`config.mk`:
```
export PLATFORM = sky130hd
export DESIGN_NAME = positional_array_list
export DESIGN_NICKNAME = d
export VERILOG_FILES = /design/src/hw/rtl/pal_pkg.sv /design/src/hw/rtl/pal_ctrl.sv /design/src/hw/rtl/pal_datapath.sv /design/src/hw/rtl/positional_array_list.sv
export SDC_FILE = /design/constraint.sdc
export NUM_CORES = 2
export LEC_CHECK = 0
export BUFFER_PORTS_ARGS = -buffer_cell sky130_fd_sc_hd__buf_2
export CAP_MARGIN = 30
export CORE_ASPECT_RATIO = 1.25
export CORE_MARGIN = 2
export CORE_UTILIZATION = 36
export CTS_CLUSTER_DIAMETER = 200
export CTS_CLUSTER_SIZE = 14
export DETAILED_ROUTE_END_ITERATION = 10
export PLACE_DENSITY = 0.54
export SYNTH_ARGS = -nofsm -noshare
export SYNTH_HDL_FRONTEND = slang
export SYNTH_SLANG_ARGS = --single-unit
export TNS_END_PERCENT = 5
```
`constraint.sdc`:
```
create_clock -name i_clk -period 6.9 [get_ports i_clk]
set_input_delay 1.38 -clock i_clk [delete_from_list [all_inputs] [get_ports i_clk]]
set_output_delay 1.38 -clock i_clk [all_outputs]
set_load 0.01 [all_outputs]
```
`src/hw/rtl/pal_pkg.sv`:
```
`timescale 1ns / 1ps

package pal_pkg;

    localparam int PAL_CAPACITY = 32;

    typedef enum logic [1:0] {
        ACT_APPEND = 2'd0,
        ACT_INSERT = 2'd1,
        ACT_DELETE = 2'd2,
        ACT_DUMP   = 2'd3
    } t_action;

    typedef enum logic [1:0] {
        ST_OK     = 2'd0,
        ST_FULL   = 2'd1,
        ST_EMPTY  = 2'd2,
        ST_BADPOS = 2'd3
    } t_status;

    typedef struct packed {
        t_action            action;
        logic [5:0]         position;
        logic signed [31:0] value;
    } t_in_item;

    typedef struct packed {
        t_status            status;
        logic signed [31:0] element;
        logic [5:0]         length;
        logic               final_result;
    } t_out_item;

    typedef enum logic [2:0] {
        S_IDLE,
        S_DECODE,
        S_SHIFT_RD,
        S_SHIFT_WR,
        S_COMMIT,
        S_RESP,
        S_DUMP_RD,
        S_DUMP_OUT
    } t_state;

    // controller to datapath
    typedef struct packed {
        logic latch;
        logic init;
        logic read;
        logic shift;
        logic commit;
        logic load_resp;
        logic load_elem;
    } t_cmd;

    // datapath to controller
    typedef struct packed {
        t_action action;
        logic    code_ok;
        logic    no_shift;
        logic    shift_done;
        logic    dump_last;
        logic    out_free;
    } t_sts;

endpackage

```
`src/hw/rtl/pal_ctrl.sv`:
```
`timescale 1ns / 1ps

module pal_ctrl import pal_pkg::*; (
    input  logic i_clk,
    input  logic i_rst_n,
    input  logic i_in_valid,
    input  t_sts i_sts,
    output logic o_in_ready,
    output t_cmd o_cmd
);

    t_state r_state;
    t_state n_state;

    always_ff @(posedge i_clk) begin
        if (!i_rst_n) begin
            r_state <= S_IDLE;
        end else begin
            r_state <= n_state;
        end
    end

    always_comb begin
        n_state = r_state;
        unique case (r_state)
            S_IDLE: begin
                if (i_in_valid) n_state = S_DECODE;
            end
            S_DECODE: begin
                if (!i_sts.code_ok) begin
                    n_state = S_RESP;
                end else if (i_sts.action == ACT_DUMP) begin
                    n_state = S_DUMP_RD;
                end else if (i_sts.no_shift) begin
                    n_state = S_COMMIT;
                end else begin
                    n_state = S_SHIFT_RD;
                end
            end
            S_SHIFT_RD: n_state = S_SHIFT_WR;
            S_SHIFT_WR: begin
                n_state = i_sts.shift_done ? S_COMMIT : S_SHIFT_RD;
            end
            S_COMMIT: n_state = S_RESP;
            S_RESP: begin
                if (i_sts.out_free) n_state = S_IDLE;
            end
            S_DUMP_RD: n_state = S_DUMP_OUT;
            S_DUMP_OUT: begin
                if (i_sts.out_free) n_state = i_sts.dump_last ? S_IDLE : S_DUMP_RD;
            end
            default: n_state = S_IDLE;
        endcase
    end

    always_comb begin
        o_cmd      = '0;
        o_in_ready = 1'b0;
        unique case (r_state)
            S_IDLE: begin
                o_in_ready  = 1'b1;
                o_cmd.latch = i_in_valid;
            end
            S_DECODE:   o_cmd.init      = 1'b1;
            S_SHIFT_RD: o_cmd.read      = 1'b1;
            S_SHIFT_WR: o_cmd.shift     = 1'b1;
            S_COMMIT:   o_cmd.commit    = 1'b1;
            S_RESP:     o_cmd.load_resp = i_sts.out_free;
            S_DUMP_RD:  o_cmd.read      = 1'b1;
            S_DUMP_OUT: o_cmd.load_elem = i_sts.out_free;
            default:    o_cmd           = '0;
        endcase
    end

endmodule

```
`src/hw/rtl/pal_datapath.sv`:
```
`timescale 1ns / 1ps

module pal_datapath import pal_pkg::*; #(
    parameter int CAPACITY = PAL_CAPACITY
) (
    input  logic      i_clk,
    input  logic      i_rst_n,
    input  t_in_item  i_in_item,
    input  t_cmd      i_cmd,
    input  logic      i_out_ready,
    output t_sts      o_sts,
    output logic      o_out_valid,
    output t_out_item o_out_item
);

    localparam int AW = (CAPACITY > 1) ? $clog2(CAPACITY) : 1;
    localparam int CW = $clog2(CAPACITY + 1);
    localparam int XW = ((CW > 6) ? CW : 6) + 1;

    logic signed [31:0] r_mem [CAPACITY];

    t_action            r_act;
    logic [5:0]         r_pos;
    logic signed [31:0] r_val;
    logic [CW-1:0]      r_count;
    logic [AW-1:0]      r_idx;
    logic signed [31:0] r_rdata;
    t_status            r_code;
    logic               r_out_valid;
    t_out_item          r_out;

    t_status            code;
    logic [XW-1:0]      pos_x;
    logic [XW-1:0]      cnt_x;
    logic [XW-1:0]      idx_x;
    logic               full;
    logic               empty;
    logic [AW-1:0]      rd_addr;
    logic [AW-1:0]      wr_addr;
    logic               wr_en;
    logic signed [31:0] wr_data;
    logic               out_free;

    assign pos_x = XW'(r_pos);
    assign cnt_x = XW'(r_count);
    assign idx_x = XW'(r_idx);
    assign full  = (cnt_x == XW'(CAPACITY));
    assign empty = (r_count == '0);

    always_comb begin
        unique case (r_act)
            ACT_APPEND: code = full ? ST_FULL : ST_OK;
            ACT_INSERT: begin
                if (full) code = ST_FULL;
                else if (r_pos == '0 || pos_x > cnt_x + XW'(1)) code = ST_BADPOS;
                else code = ST_OK;
            end
            ACT_DELETE: begin
                if (empty) code = ST_EMPTY;
                else if (r_pos == '0 || pos_x > cnt_x) code = ST_BADPOS;
                else code = ST_OK;
            end
            ACT_DUMP: code = empty ? ST_EMPTY : ST_OK;
            default:  code = ST_OK;
        endcase
    end

    assign out_free = !r_out_valid || i_out_ready;

    always_comb begin
        o_sts            = '0;
        o_sts.action     = r_act;
        o_sts.code_ok    = (code == ST_OK);
        o_sts.no_shift   = (r_act == ACT_APPEND)
                        || (r_act == ACT_INSERT && pos_x == cnt_x + XW'(1))
                        || (r_act == ACT_DELETE && pos_x == cnt_x);
        // insert walks down to index position (one above the target slot), delete walks up to count-2
        o_sts.shift_done = (r_act == ACT_INSERT) ? (idx_x == pos_x)
                                                 : (idx_x + XW'(2) == cnt_x);
        o_sts.dump_last  = (idx_x + XW'(1) == cnt_x);
        o_sts.out_free   = out_free;
    end

    always_comb begin
        unique case (r_act)
            ACT_INSERT: rd_addr = r_idx - AW'(1);
            ACT_DELETE: rd_addr = r_idx + AW'(1);
            default:    rd_addr = r_idx;
        endcase
    end

    always_comb begin
        wr_en   = i_cmd.shift || (i_cmd.commit && r_act != ACT_DELETE);
        wr_data = i_cmd.shift ? r_rdata : r_val;
        if (i_cmd.shift) wr_addr = r_idx;
        else if (r_act == ACT_INSERT) wr_addr = AW'(r_pos - 6'd1);
        else wr_addr = AW'(r_count);
    end

    always_ff @(posedge i_clk) begin
        if (i_cmd.read) r_rdata <= r_mem[rd_addr];
        if (wr_en) r_mem[wr_addr] <= wr_data;
    end

    always_ff @(posedge i_clk) begin
        if (i_cmd.latch) begin
            r_act <= i_in_item.action;
            r_pos <= i_in_item.position;
            r_val <= i_in_item.value;
        end
        if (i_cmd.init) begin
            r_code <= code;
            unique case (r_act)
                ACT_INSERT: r_idx <= AW'(r_count);
                ACT_DELETE: r_idx <= AW'(r_pos - 6'd1);
                default:    r_idx <= '0;
            endcase
        end else if (i_cmd.shift) begin
            r_idx <= (r_act == ACT_INSERT) ? r_idx - AW'(1) : r_idx + AW'(1);
        end else if (i_cmd.load_elem) begin
            r_idx <= r_idx + AW'(1);
        end
    end

    always_ff @(posedge i_clk) begin
        if (!i_rst_n) begin
            r_count <= '0;
        end else if (i_cmd.commit) begin
            r_count <= (r_act == ACT_DELETE) ? r_count - CW'(1) : r_count + CW'(1);
        end
    end

    always_ff @(posedge i_clk) begin
        if (!i_rst_n) begin
            r_out_valid <= 1'b0;
        end else if (i_cmd.load_resp || i_cmd.load_elem) begin
            r_out_valid <= 1'b1;
        end else if (i_out_ready) begin
            r_out_valid <= 1'b0;
        end
    end

    always_ff @(posedge i_clk) begin
        if (i_cmd.load_resp) begin
            r_out.status       <= r_code;
            r_out.element      <= '0;
            r_out.length       <= 6'(r_count);
            r_out.final_result <= 1'b1;
        end else if (i_cmd.load_elem) begin
            r_out.status       <= ST_OK;
            r_out.element      <= r_rdata;
            r_out.length       <= 6'(r_count);
            r_out.final_result <= o_sts.dump_last;
        end
    end

    assign o_out_valid = r_out_valid;
    assign o_out_item  = r_out;

endmodule

```
`src/hw/rtl/positional_array_list.sv`:
```
`timescale 1ns / 1ps
// ordered list of up to CAPACITY signed words with append, insert, delete and dump
// input channel: i_in_valid / o_in_ready carry one item (action, position, value)
// output channel: o_out_valid / i_out_ready carry result items (status, element,
//   length, final_result); final_result marks the last result of an input item
// one item is worked on at a time, through a single-port list memory
// append, or insert at the end, or delete of the last entry: decode, commit, then the
//   result loads in the response state and is shown the cycle after the load
// rejected item (full, empty, bad position): decode, then the response load
// insert/delete with a shift: decode, then a memory read and a memory write per moved
//   entry (up to CAPACITY-1 entries), then commit and response
// dump: decode, then per entry a memory read, then an output load;
//   n entries give n items, an empty list gives one empty status
// the next item is accepted the cycle after the last result is loaded into the
//   output register, even while that result still waits to be taken
// a stalled receiver holds the output register; the block waits before loading more
// reset clears the length to an empty list and drops any pending result;
//   list contents are not cleared
module positional_array_list import pal_pkg::*; #(
    parameter int CAPACITY = PAL_CAPACITY
) (
    input  logic      i_clk,
    input  logic      i_rst_n,
    input  logic      i_in_valid,
    output logic      o_in_ready,
    input  t_in_item  i_in_item,
    output logic      o_out_valid,
    input  logic      i_out_ready,
    output t_out_item o_out_item
);

    t_cmd cmd;
    t_sts sts;

    pal_ctrl u_ctrl (
        .i_clk      (i_clk),
        .i_rst_n    (i_rst_n),
        .i_in_valid (i_in_valid),
        .i_sts      (sts),
        .o_in_ready (o_in_ready),
        .o_cmd      (cmd)
    );

    pal_datapath #(
        .CAPACITY (CAPACITY)
    ) u_dp (
        .i_clk       (i_clk),
        .i_rst_n     (i_rst_n),
        .i_in_item   (i_in_item),
        .i_cmd       (cmd),
        .i_out_ready (i_out_ready),
        .o_sts       (sts),
        .o_out_valid (o_out_valid),
        .o_out_item  (o_out_item)
    );

    // never overwrite a result that is still waiting
    a_no_overwrite: assert property (@(posedge i_clk) disable iff (!i_rst_n)
        (cmd.load_resp || cmd.load_elem) |-> (!o_out_valid || i_out_ready))
        else $error("output register overwritten");

    // one item at a time
    a_single_item: assert property (@(posedge i_clk) disable iff (!i_rst_n)
        (i_in_valid && o_in_ready) |=> !o_in_ready)
        else $error("item accepted while busy");

    // only dump entries can be non-final, and they are always ok
    a_nonfinal_ok: assert property (@(posedge i_clk) disable iff (!i_rst_n)
        (o_out_valid && !o_out_item.final_result) |-> (o_out_item.status == ST_OK))
        else $error("non-final result with error status");

    // a status-only result never carries an element
    a_resp_zero: assert property (@(posedge i_clk) disable iff (!i_rst_n)
        cmd.load_resp |=> (o_out_item.element == '0 && o_out_item.final_result))
        else $error("status result malformed");

endmodule

```
==> metrics.txt <==
grt total ovfl 0; Syn Area/Cell around 17 sq um; headroom to the max-slew limit between 30 and 40%; syn nets around 2900; deepest clock path buffer count 3; Final Critical Period about 4.3 ns; worst min-delay path class flip-flop to flip-flop; total global-route track usage 17.17%; CP max FO 79; routed vias ~25000; # resized after CTS 0; DR WL/cell 24.84 um; Starting Density approximately 36%; ys flop type edfxtp_1; vias per cell ~5.2; clk sink count roughly 1200; Sum Neg Setup Slack 0 ns; leakage around 18 nW; CP endpoint u_dp.r_rdata[0]; Slowest Stage Delay on Critical Path ~0.79 ns; Post-CTS Setup Bufs 0; Fmax between 0.2 and 0.25 GHz; Critical Path RT 7.31 ns; reg2reg path depth 10; unrepaired setup endpoints after global routing false; r2r setup slk roughly 2.6 ns; htree depth 3; IO Count 87; Layout Skew between 0.02 and 0.03 ns; register area share after synthesis around 72%; vias in the first global route about 25000; CTS tree built; CP endpoint kind flip-flop; largest net degree at the start of global routing 90; Critical Path AT approximately 4.7 ns; CP most frequent cell mux2i_1; synthesized area 47430 sq um; CP max-delay cell a21oi_4; Synth async-reset ratio 0%; row cnt 148; worst slack, placed about 2.6 ns; # hold bufs at CTS 0; routed wire length roughly 120000 um; EDFF count, synth approximately 1100; Power Dens Cells about 450 nW/um^2; VDD IR max between 0.3 and 0.4 mV; fin worst setup slack between 2 and 3 ns; Port Buffers 86; outcome finished clean; cts bufs inserted a little over 90; yosys synthesis warning count 0; # DRC 0; final count of negative-setup-slack endpoints 0; Worst-Skew Late Latency about 0.70 ns; die width ~330 um; CTS root buffer clkbuf_16; global-route wire length before repair ~170000 um; Detailed Place HPWL ~74000 um; terminus of the critical flop-to-flop path u_dp.r_rdata[0]; initial antenna violation count 4; clk slew on worst S/H paths 0.08 ns; CP startpoint kind flip-flop; area grow syn2layout 12.58%; RR Startpoint u_dp.r_idx[0]; power consumption roughly 24 mW; Core Util, Final between 40% and 50%; Cells after Synth approximately 2800; # Max-Cap Violations 0; Netlist cell types 73; crit path from u_dp.r_idx[0]; die area between 100000 and 150000 sq um; fin nets 2988; final hold slack approximately 0.45 ns; Die H 409.8 um; crit path kind flip-flop to flip-flop; Iter 0 DRT Violations ~1900; Detail Route Antenna Nets 0; Tightest Pin Transition approximately 1 ns; Routability Congestion about 0.85; cell-by-cell trace of the critical path inv_1, ha_1, mux2i_1, a21oi_4, buf_12, buf_4, mux2i_1, mux2i_1, o22ai_1, nor4_2; First-pass DRT Iterations 5; layout cells sized above 1 ~14%; Core Area around 130000 sq um; Synth Register Bits 1154; Final Cycle Share between 60% and 70%; count of final hold-check violations 0; Hold Crit Start u_dp.o_out_item[22]; Max Slew Vio Count 0
-- cell usage after synthesis, drive strengths merged, types with 3 or more instances --
library cell,count,area (sq um)
a31oi,3,18.77
xor2,10,87.58
a21o,6,45.04
a22oi,3,27.52
edfxtp,1111,33360
nor4,34,406.6
a21boi,3,22.52
nor2b,11,68.82
o21ai,48,270.3
nand2b,4,25.02
and2,10,62.56
nor3,8,56.31
nand4,4,25.02
nand2,191,716.9
dfxtp,43,860.8
nor3b,5,42.54
o211ai,6,45.04
inv,22,82.58
a211oi,4,30.03
o32ai,3,26.28
xnor2,19,166.4
ha,29,362.9
nor2,58,217.7
o22ai,133,1013
mux2i,775,7757
nand3,23,147.7
buf,122,867.1
a21oi,28,147.6
clkbuf,29,108.9
nand3b,4,30.03
-- per-layer routing --
| layer | track usage [%] | vias to the layer above | part of all wire (%) |
|---|---|---|---|
| met4 | 4.913 | 2 | 2.1 |
| met5 | 0 | - | 0.0094 |
| li1 | - | 11080 | - |
| met2 | 28.65 | 658 | 49 |
| met3 | 3.108 | 155 | 5.9 |
| met1 | 22.84 | 12630 | 43 |
-- through the flow --
stage                     instances  cell area, sq um
after floorplan                2784             47430
after global placement         4509             50010
after detailed placement       4542             50710
after CTS                      4688             53310
after global routing           4692             53400
final                          4692             53400
-- report_power, final --
part / internal (mW) / switching, mW
Combinational: 3.92 / 6.18
Clock: 2.53 / 2.37
Sequential: 8.84 / 0.310
-- worst min-delay path by stage --
stage                               end  cells past startpoint
global placement    u_dp.o_out_item[22]                      2
detailed placement  u_dp.o_out_item[22]                      2
CTS                 u_dp.o_out_item[22]                      2
floorplan           u_dp.o_out_item[38]                      2
global route        u_dp.o_out_item[38]                      2
finish              u_dp.o_out_item[22]                      2
-- flip-flops by register name, indices dropped and copies added, names as in the netlist --
name              cells
u_dp.o_out_item      41
u_dp.r_mem         1024
u_dp.r_rdata         32
u_ctrl.r_state        3
u_dp.r_code           2
u_dp.r_pos            6
u_dp.r_act            2
u_dp.r_idx            5
u_dp.r_val           32
u_dp.r_count          6
u_dp.o_out_valid      1
-- critical path: cells and delay by family (launching register included) --
| kind | cells | cell delay, ns |
|---|---|---|
| mux | 3 | 0.51 |
| simple gates | 1 | 0.07 |
| fa+ha+maj | 1 | 0.43 |
| compound gates | 2 | 1.28 |
| buf+inv | 3 | 0.97 |
| flops | 1 | 0.64 |
-- cell families (layout without fill, tap and decap cells) --
family                     after synthesis  count (layout)  synth area share [%]
and+or+nand+nor                        363             363                 3.978
DFF                                   1154            1154                 72.15
adders and majority gates               30              30                0.8072
muxes                                  777             777                 16.41
other                                    0               1                     0
AOI/OAI and AO/OA                      258             258                 3.886
buffers and inverters                  173             355                 2.232
xor gates and xnor gates                29              29                0.5355
-- area by class of cell --
class / instances / area, sq um
inverter: 22 / 82.58
clock buffer: 141 / 2550
clock inverter: 5 / 55.05
fill: 11650 / 77150
sequential: 1154 / 34220
multi-input combinational: 1457 / 12460
antenna: 1 / 2.502
timing repair buffer: 187 / 1867
tap: 1725 / 2158
-- cell usage in the layout (no fill, tap or decap), types with 6 or more instances in the layout --
master | synthesis | layout
nand2_1 | 191 | 190
mux2i_1 | 775 | 775
nor2_4 | 0 | 32
nand3_1 | 18 | 17
xnor2_1 | 19 | 19
o21ai_0 | 44 | 44
o211ai_1 | 6 | 6
buf_16 | 0 | 10
buf_2 | 51 | 86
buf_12 | 0 | 37
clkbuf_1 | 29 | 46
nor4_2 | 31 | 31
edfxtp_1 | 1111 | 1111
o22ai_2 | 29 | 29
dfxtp_1 | 43 | 42
clkbuf_16 | 0 | 95
nor2_1 | 58 | 26
a21o_1 | 6 | 6
inv_1 | 20 | 20
nor2b_1 | 11 | 10
nor3_1 | 6 | 6
and2_1 | 10 | 8
o22ai_1 | 104 | 104
buf_4 | 34 | 52
xor2_1 | 10 | 10
ha_1 | 29 | 29
a21oi_1 | 26 | 25
Power figures use the tool's default switching activity.
